`config.mk`:
```
export PLATFORM = sky130hd
export DESIGN_NAME = line_segment_rasterizer
export DESIGN_NICKNAME = d
export VERILOG_FILES = /design/src/lsr_pkg.sv /design/src/lsr_div.sv /design/src/line_segment_rasterizer.sv
export SDC_FILE = /design/constraint.sdc
export NUM_CORES = 1
export LEC_CHECK = 0
export BUFFER_PORTS_ARGS = -buffer_cell sky130_fd_sc_hd__buf_2
export CORE_UTILIZATION = 50
export DETAILED_ROUTE_END_ITERATION = 6
export PLACE_DENSITY = 0.68
export SYNTH_ARGS = -nofsm -noshare
export SYNTH_HDL_FRONTEND = slang
export SYNTH_SLANG_ARGS = --single-unit
```
`constraint.sdc`:
```
create_clock -name clk_i -period 6 [get_ports clk_i]
set_input_delay 0.9 -clock clk_i [delete_from_list [all_inputs] [get_ports clk_i]]
set_output_delay 0.9 -clock clk_i [all_outputs]
set_load 0.05 [all_outputs]
```
`src/lsr_pkg.sv`:
```
// Shared types and constants of the line segment rasterizer.
package lsr_pkg;

  // Grid extent used for the inside flag.
  localparam int GRID_WIDTH  = 32;
  localparam int GRID_HEIGHT = 32;

  // Coordinate width on the ports, and the internal width with one guard bit.
  localparam int CoordW = 7;
  localparam int WideW  = CoordW + 1;

  // Width of the step counters and the last step index a segment may use.
  localparam int StepW       = 6;
  localparam int MaxStepLast = 63;

  typedef logic [CoordW-1:0]        coord_t;
  typedef logic signed [WideW-1:0]  wide_t;
  typedef logic [StepW-1:0]         step_t;

  // Request to and response from the serial divider.
  typedef struct packed {
    logic   start;
    coord_t dividend;
    coord_t divisor;
  } div_req_t;

  typedef struct packed {
    logic   done;
    coord_t quot;
    coord_t rem;
  } div_rsp_t;

endpackage

```
`src/lsr_div.sv`:
```
// Serial restoring divider that produces one quotient bit per cycle.
module lsr_div (
  input  logic              clk_i,
  input  logic              rst_ni,
  input  lsr_pkg::div_req_t req_i,
  output lsr_pkg::div_rsp_t rsp_o
);

  lsr_pkg::coord_t rem_q;
  lsr_pkg::coord_t quo_q;
  lsr_pkg::coord_t divisor_q;
  logic [2:0]      cnt_q;
  logic            busy_q;
  logic            done_q;

  logic [lsr_pkg::WideW-1:0] shifted;
  logic [lsr_pkg::WideW-1:0] diff;
  logic                      fits;

  // One restoring step: bring down the next dividend bit and try a subtract.
  always_comb begin
    shifted = {rem_q, quo_q[lsr_pkg::CoordW-1]};
    fits    = shifted >= {1'b0, divisor_q};
    diff    = shifted - {1'b0, divisor_q};
  end

  always_ff @(posedge clk_i or negedge rst_ni) begin
    if (!rst_ni) begin
      rem_q     <= '0;
      quo_q     <= '0;
      divisor_q <= '0;
      cnt_q     <= '0;
      busy_q    <= 1'b0;
      done_q    <= 1'b0;
    end else begin
      done_q <= 1'b0;
      if (req_i.start) begin
        rem_q     <= '0;
        quo_q     <= req_i.dividend;
        divisor_q <= req_i.divisor;
        cnt_q     <= '0;
        busy_q    <= 1'b1;
      end else if (busy_q) begin
        rem_q <= fits ? diff[lsr_pkg::CoordW-1:0] : shifted[lsr_pkg::CoordW-1:0];
        quo_q <= {quo_q[lsr_pkg::CoordW-2:0], fits};
        if (cnt_q == 3'(lsr_pkg::CoordW - 1)) begin
          busy_q <= 1'b0;
          done_q <= 1'b1;
        end else begin
          cnt_q <= cnt_q + 3'd1;
        end
      end
    end
  end

  assign rsp_o.done = done_q;
  assign rsp_o.quot = quo_q;
  assign rsp_o.rem  = rem_q;

endmodule

```
`src/line_segment_rasterizer.sv`:
```
// Top level of the line segment rasterizer: sequencer, stepping unit and output register.
//
// The input channel takes one segment per word: start and end column and row, each a
// seven-bit two's complement value. The output channel gives one word per point of the
// segment, in order from the start point, with the point's column and row, a flag that
// says whether the point lies on the grid, and a last flag on the final point.
// A flat segment walks along x one column per point; any other segment gives |dy|+1
// points, each rounded half away from zero, and the walk stops after 64 points.
// After a segment is accepted the block passes through a setup state. A segment that is
// not flat then runs a serial divide of |dx| by |dy|, which sets the per point
// increment of x as a quotient and remainder, and picks up the result in the divide
// state. From then on one point is loaded into the output register per cycle while the
// receiver does not stall. The first point of a flat segment follows the setup state
// directly; any other segment waits for the divide to finish.
// in_stall_o is high from the accept until the last point is loaded into the output
// register, so the next segment can be taken while that point still waits. When the
// receiver stalls, the output word holds and the walk pauses. Reset clears the
// sequencer and drops out_valid_o; the block is ready as soon as reset is released.
module line_segment_rasterizer (
  input  logic                             clk_i,
  input  logic                             rst_ni,
  input  logic                             in_valid_i,
  output logic                             in_stall_o,
  input  logic signed [lsr_pkg::CoordW-1:0] x_start_i,
  input  logic signed [lsr_pkg::CoordW-1:0] y_start_i,
  input  logic signed [lsr_pkg::CoordW-1:0] x_end_i,
  input  logic signed [lsr_pkg::CoordW-1:0] y_end_i,
  output logic                             out_valid_o,
  input  logic                             out_stall_i,
  output logic signed [lsr_pkg::CoordW-1:0] pixel_x_o,
  output logic signed [lsr_pkg::CoordW-1:0] pixel_y_o,
  output logic                             inside_res_o,
  output logic                             last_o
);

  typedef enum logic [1:0] {
    StIdle,
    StSetup,
    StDiv,
    StEmit
  } state_e;

  state_e state_q;

  // Latched endpoints: start column, start row, end column, end row.
  lsr_pkg::coord_t seg_q [4];

  lsr_pkg::step_t  step_idx_q;
  lsr_pkg::step_t  step_total_q;
  lsr_pkg::coord_t n_q;
  logic            dx_neg_q;

  // The x position is kept as a_q + r_q / n_q with 0 <= r_q < n_q.
  lsr_pkg::wide_t  a_q;
  lsr_pkg::coord_t r_q;
  lsr_pkg::wide_t  qd_q;
  lsr_pkg::coord_t rd_q;
  lsr_pkg::wide_t  y_q;
  lsr_pkg::wide_t  ystep_q;

  logic            out_valid_q;
  lsr_pkg::coord_t pixel_x_q;
  lsr_pkg::coord_t pixel_y_q;
  logic            inside_q;
  logic            last_q;

  lsr_pkg::div_req_t div_req;
  lsr_pkg::div_rsp_t div_rsp;

  // Segment setup values, taken from the latched endpoints.
  lsr_pkg::wide_t  x0, y0, x1, y1;
  lsr_pkg::wide_t  dx, dy, ndx, ndy;
  lsr_pkg::coord_t adx, ady, n_seg;
  logic            horiz;
  lsr_pkg::step_t  total_seg;
  lsr_pkg::wide_t  xsign, ysign;

  always_comb begin
    x0    = {seg_q[0][lsr_pkg::CoordW-1], seg_q[0]};
    y0    = {seg_q[1][lsr_pkg::CoordW-1], seg_q[1]};
    x1    = {seg_q[2][lsr_pkg::CoordW-1], seg_q[2]};
    y1    = {seg_q[3][lsr_pkg::CoordW-1], seg_q[3]};
    dx    = x1 - x0;
    dy    = y1 - y0;
    ndx   = -dx;
    ndy   = -dy;
    adx   = dx[lsr_pkg::WideW-1] ? ndx[lsr_pkg::CoordW-1:0] : dx[lsr_pkg::CoordW-1:0];
    ady   = dy[lsr_pkg::WideW-1] ? ndy[lsr_pkg::CoordW-1:0] : dy[lsr_pkg::CoordW-1:0];
    horiz = (dy == '0);
    n_seg = horiz ? adx : ady;
    // More than 64 points are cut to 64.
    total_seg = n_seg[lsr_pkg::CoordW-1] ? lsr_pkg::step_t'(lsr_pkg::MaxStepLast)
                                         : n_seg[lsr_pkg::StepW-1:0];
    xsign = (dx == '0) ? '0 : (dx[lsr_pkg::WideW-1] ? '1 : lsr_pkg::wide_t'(1));
    ysign = (dy == '0) ? '0 : (dy[lsr_pkg::WideW-1] ? '1 : lsr_pkg::wide_t'(1));
  end

  assign div_req.start    = (state_q == StSetup) && !horiz;
  assign div_req.dividend = adx;
  assign div_req.divisor  = ady;

  lsr_div u_div (
    .clk_i  (clk_i),
    .rst_ni (rst_ni),
    .req_i  (div_req),
    .rsp_o  (div_rsp)
  );

  // Turn the unsigned quotient of |dx| / |dy| into a floor quotient and remainder of dx.
  lsr_pkg::wide_t  quw, qplus, qd_div;
  lsr_pkg::coord_t rd_div;

  always_comb begin
    quw   = {1'b0, div_rsp.quot};
    qplus = quw + lsr_pkg::wide_t'(1);
    if (!dx_neg_q) begin
      qd_div = quw;
      rd_div = div_rsp.rem;
    end else if (div_rsp.rem != '0) begin
      qd_div = -qplus;
      rd_div = n_q - div_rsp.rem;
    end else begin
      qd_div = -quw;
      rd_div = '0;
    end
  end

  // Stepping unit: the current point, and the position of the next one.
  logic [lsr_pkg::WideW-1:0] rsum, rsub, r2, nz;
  logic                      carry, round_up;
  lsr_pkg::coord_t           r_next;
  lsr_pkg::wide_t            a_next, px;
  logic                      inside_pt, last_pt, emit;

  always_comb begin
    nz       = {1'b0, n_q};
    rsum     = {1'b0, r_q} + {1'b0, rd_q};
    carry    = rsum >= nz;
    rsub     = rsum - nz;
    r_next   = carry ? rsub[lsr_pkg::CoordW-1:0] : rsum[lsr_pkg::CoordW-1:0];
    a_next   = a_q + qd_q + lsr_pkg::wide_t'(carry);
    // Round half away from zero: a half rounds up only for a non-negative position.
    r2       = {r_q, 1'b0};
    round_up = a_q[lsr_pkg::WideW-1] ? (r2 > nz) : (r2 >= nz);
    px       = a_q + lsr_pkg::wide_t'(round_up);
    inside_pt = !px[lsr_pkg::WideW-1] &&
                (px[lsr_pkg::CoordW-1:0] < lsr_pkg::coord_t'(lsr_pkg::GRID_WIDTH)) &&
                !y_q[lsr_pkg::WideW-1] &&
                (y_q[lsr_pkg::CoordW-1:0] < lsr_pkg::coord_t'(lsr_pkg::GRID_HEIGHT));
    last_pt  = (step_idx_q == step_total_q);
    emit     = (state_q == StEmit) && (!out_valid_q || !out_stall_i);
  end

  always_ff @(posedge clk_i or negedge rst_ni) begin
    if (!rst_ni) begin
      state_q      <= StIdle;
      seg_q        <= '{default: '0};
      step_idx_q   <= '0;
      step_total_q <= '0;
      n_q          <= '0;
      dx_neg_q     <= 1'b0;
      a_q          <= '0;
      r_q          <= '0;
      qd_q         <= '0;
      rd_q         <= '0;
      y_q          <= '0;
      ystep_q      <= '0;
      out_valid_q  <= 1'b0;
      pixel_x_q    <= '0;
      pixel_y_q    <= '0;
      inside_q     <= 1'b0;
      last_q       <= 1'b0;
    end else begin
      unique case (state_q)
        StIdle: begin
          if (in_valid_i) begin
            seg_q[0] <= x_start_i;
            seg_q[1] <= y_start_i;
            seg_q[2] <= x_end_i;
            seg_q[3] <= y_end_i;
            state_q  <= StSetup;
          end
        end
        StSetup: begin
          a_q          <= x0;
          y_q          <= y0;
          r_q          <= '0;
          ystep_q      <= ysign;
          step_idx_q   <= '0;
          step_total_q <= total_seg;
          dx_neg_q     <= dx[lsr_pkg::WideW-1];
          if (horiz) begin
            // A flat walk moves one whole column per point with no remainder.
            n_q     <= lsr_pkg::coord_t'(1);
            qd_q    <= xsign;
            rd_q    <= '0;
            state_q <= StEmit;
          end else begin
            n_q     <= ady;
            state_q <= StDiv;
          end
        end
        StDiv: begin
          if (div_rsp.done) begin
            qd_q    <= qd_div;
            rd_q    <= rd_div;
            state_q <= StEmit;
          end
        end
        StEmit: begin
          if (emit) begin
            a_q        <= a_next;
            r_q        <= r_next;
            y_q        <= y_q + ystep_q;
            step_idx_q <= step_idx_q + lsr_pkg::step_t'(1);
            if (last_pt) begin
              state_q <= StIdle;
            end
          end
        end
        default: state_q <= StIdle;
      endcase

      if (emit) begin
        out_valid_q <= 1'b1;
        pixel_x_q   <= px[lsr_pkg::CoordW-1:0];
        pixel_y_q   <= y_q[lsr_pkg::CoordW-1:0];
        inside_q    <= inside_pt;
        last_q      <= last_pt;
      end else if (!out_stall_i) begin
        out_valid_q <= 1'b0;
      end
    end
  end

  assign in_stall_o   = (state_q != StIdle);
  assign out_valid_o  = out_valid_q;
  assign pixel_x_o    = pixel_x_q;
  assign pixel_y_o    = pixel_y_q;
  assign inside_res_o = inside_q;
  assign last_o       = last_q;

endmodule

```
==> flow_summary_export.csv <==
group,metric,value,unit
yosys,synth_edf_count,0,
clocking,cts_root_buf,"clkbuf_16",
floorplanning,die_x,133,um
clocking,cts_buffer_depth,2,
cells_and_area,antenna_cells,0,
timing,skew,0.00962,ns
yosys,synthTopCellsByArea,"dfrtp_1 39%, ha_1 11%, nand2_1 4.1%",
floorplanning,die_h,133,um
critical_path,critical_path_arrival,4.65,ns
cells_and_area,utilization,0.582,
routing,drt_iter0_drc,609,
global_route,grt_max_degree,72,
yosys,synth.distinct_cells,68,
cells_and_area,final_cell_count_no_fill,1178,
clocking,ctsResizeCount,0,
yosys,syn_inst,900,
timing,rsz0062_at_grt,"false",
yosys,syn_nets,1014,
global_route,grt.overflow.total,0,
timing,maxSlewViolCount,0,
global_route,grt_pass1_vias,6485,
global_route,top_usage_layer,"met2",
critical_path,worst-path-max-fanout,3,
critical_path,cp-end-kind,"register",
timing,setup_tns,0,ns
global_route,antenna_found_initial,0,
critical_path,crit_path_frequent_cell,"a21oi_1",
critical_path,cpPeakStageDelay,0.40,ns
global_route,grt_use_met2,0.377,
cells_and_area,drive_above_1_share,0.137,
cells_and_area,fillers,1420,
global_route,use_met3,0.0448,
timing,hold_viol,0,
floorplanning,design.die.area,17600,sq um
global_route,track_usage,0.238,
routing,routed_wl,19.6,mm
yosys,synth_top_area_share,0.389,
worst_hold_path,min-delay-path-class,"input pin to asynchronous set/reset pin",
cells_and_area,fin_area,9680,sq um
yosys,ys_warn_count,0,
yosys,synth_seq_cells,133,
clocking,path_clk_slew,0.06,ns
yosys,seq_area_frac_synth,0.389,
routing,avgViaCountPerCell,5.64,
place,dp.cells,1146,
clocking,clk-insertion-delay-late,0.42,ns
floorplanning,start_util,0.514,
cells_and_area,num-nets-final,1059,
critical_path,crit_type,"register to register",
floorplanning,io_pins,50,
timing,period_share,0.716,
routing,wire_per_inst,16.7,um
clocking,ctsHoldBuffers,0,
timing,tightestPinTransition,1.18,ns
global_route,grt_pass1_wl,32.8,mm
clocking,cts_inserted_buffers,17,
yosys,async_reset_ff_frac,1.00,
clocking,cts_tree,"built",
critical_path,cp_cell_sequence,"ha_1, fa_1, a21oi_1, nor2_1, nor2_1, o21bai_1, a21oi_1, xnor2_1, ha_1, or3_1, o32ai_1, a21boi_0, fa_1, nor2b_1, o21ai_0, a21oi_1, o21ai_0, a21oi_1, xnor2_1, or3_1, nand3_1",
place,place_area,9000,sq um
place,port_buffers,49,
global_route,grt_util_met1,0.338,
place,hpwl,14.3,mm
timing,max_freq,233,MHz
yosys,synth_top_cell_by_area,"dfrtp_1",
cells_and_area,layout-area-overhead-vs-synth,13.2,%
floorplanning,row_count,47,
run_status,status,"finished clean",
timing,period_needed,4.29,ns
critical_path,required,6.36,ns
timing,setup_viol_count_final,0,
yosys,netlist_area,8550,sq um
yosys,syn_area_per_cell,9.50,sq um
floorplanning,core_area,16600,sq um
clocking,cts.sinks,133,
place,gp_congestion,0.839,
routing,dr.pass1.iters,5,
critical_path,startpoint_type,"register",
timing,maxSlewHeadroom,0.213,
routing,drc,0,
flow_run,cap_violations,0,
clocking,post_cts_buffers,0,
routing,detail-route-antenna-nets,0,
routing,vias,6639,
critical_path,cpMaxStageDelayCell,"dfrtp_1",
yosys,synth_flop_cell,"dfrtp_1",
clocking,htreeDepth,4,
==> through the flow <==
| stage | setup slack, ns | hold slack (ns) |
|---|---|---|
| after floorplan | 1.82 | 0.450 |
| after global placement | 1.78 | 0.453 |
| after detailed placement | 1.71 | 0.458 |
| after CTS | 1.71 | 0.472 |
| after global routing | 1.31 | 0.497 |
| final | 1.71 | 0.456 |
==> layout make-up <==
| type | count | area [sq um] | area share |
|---|---|---|---|
| clock buffer | 21 | 460 | 0.0476 |
| clock inverter | 11 | 220 | 0.0227 |
| inverter | 72 | 270 | 0.0279 |
| multi-input combinational | 665 | 4820 | 0.498 |
| sequential | 133 | 3330 | 0.344 |
| tap | 220 | 275 | 0.0284 |
| timing repair buffer | 56 | 304 | 0.0314 |
==> routing by layer <==
| metal | vias up | share of wire |
|---|---|---|
| met5 | - | 0 |
| met4 | 0 | 0.0084 |
| met1 | 3239 | 0.49 |
| met2 | 126 | 0.46 |
| li1 | 3264 | - |
| met3 | 10 | 0.036 |
==> cell families (layout without fill, tap and decap cells) <==
family,after synthesis,after routing,share of synthesized area
flops,133,133,0.389
compound gates,217,217,0.170
xor+xnor,64,64,0.0656
buf+inv,102,160,0.0465
mux,44,44,0.0561
simple gates,258,258,0.145
fa+ha+maj,82,82,0.128
==> worst max-delay path, delay by kind of cell (launching register included) <==
kind / cells / cell delay [ns]
flops: 1 / 0.40
xor+xnor: 2 / 0.24
compound gates: 9 / 1.54
simple gates: 6 / 0.93
fa+ha+maj: 4 / 1.11
==> final timing paths <==
check | slack, ns | depth (start not counted) | to | start
min reg2reg | 0.47 | 2 | pixel_y_o[5]$_DFFE_PN0P_ | pixel_y_o[5]$_DFFE_PN0P_
max reg2reg | 1.71 | 21 | a_q[7]$_DFFE_PN0P_ | r_q[0]$_DFFE_PN0P_
min | 0.46 | 1 | u_div.rem_q[2]$_DFFE_PN0P_ | rst_ni
max in group asynchronous | 4.22 | 2 | dx_neg_q$_DFFE_PN0P_ | rst_ni
max | 1.71 | 21 | a_q[7]$_DFFE_PN0P_ | r_q[0]$_DFFE_PN0P_
min in group clk_i | 0.47 | 2 | pixel_y_o[5]$_DFFE_PN0P_ | pixel_y_o[5]$_DFFE_PN0P_
==> state kept, by name, indices dropped and copies added, names as in the netlist, 2 cells and up <==
name and flops:
step_idx_q 6, rd_q 7, n_q 7, pixel_y_o 7, u_div.rem_q 7, state_q 2, r_q 7, step_total_q 6
u_div.divisor_q 7, u_div.cnt_q 3, qd_q 8, pixel_x_o 7, u_div.quo_q 7, seg_q 28, ystep_q 2, a_q 8
y_q 8
==> cells in the mapped netlist (18+ instances only) <==
| cell type | n |
|---|---|
| clkbuf_1 | 22 |
| xnor2_1 | 34 |
| nor2b_1 | 18 |
| o21ai_0 | 55 |
| nor2_1 | 53 |
| xor2_1 | 30 |
| a21oi_1 | 45 |
| mux2_2 | 31 |
| dfrtp_1 | 133 |
| ha_1 | 73 |
| nand2_1 | 93 |
| inv_1 | 72 |
| a21o_1 | 20 |
| nand3_1 | 28 |
==> layout by cell type (no fill, tap or decap), types with 5 or more instances in the layout <==
cell type and count:
nand2_1 93, fa_1 9, bufinv_16 6, mux2i_1 13, xor2_1 30, clkbuf_16 17
nor2_1 53, nand2b_1 14, inv_1 72, o21ai_0 55, a211oi_1 16, nor3_1 12
nor2b_1 18, ha_1 73, a21o_1 20, a21oi_1 45, a22oi_1 11, mux2_2 31
o211ai_1 7, a31oi_1 6, o22ai_1 7, nand3_1 28, buf_2 48, or3_1 5
buf_4 7, xnor2_1 34, o31ai_1 9, dfrtp_1 133
Power is left out: the tool's default activity adds up to more than one toggle a clock period on the data nets, which glitch-free logic cannot reach.
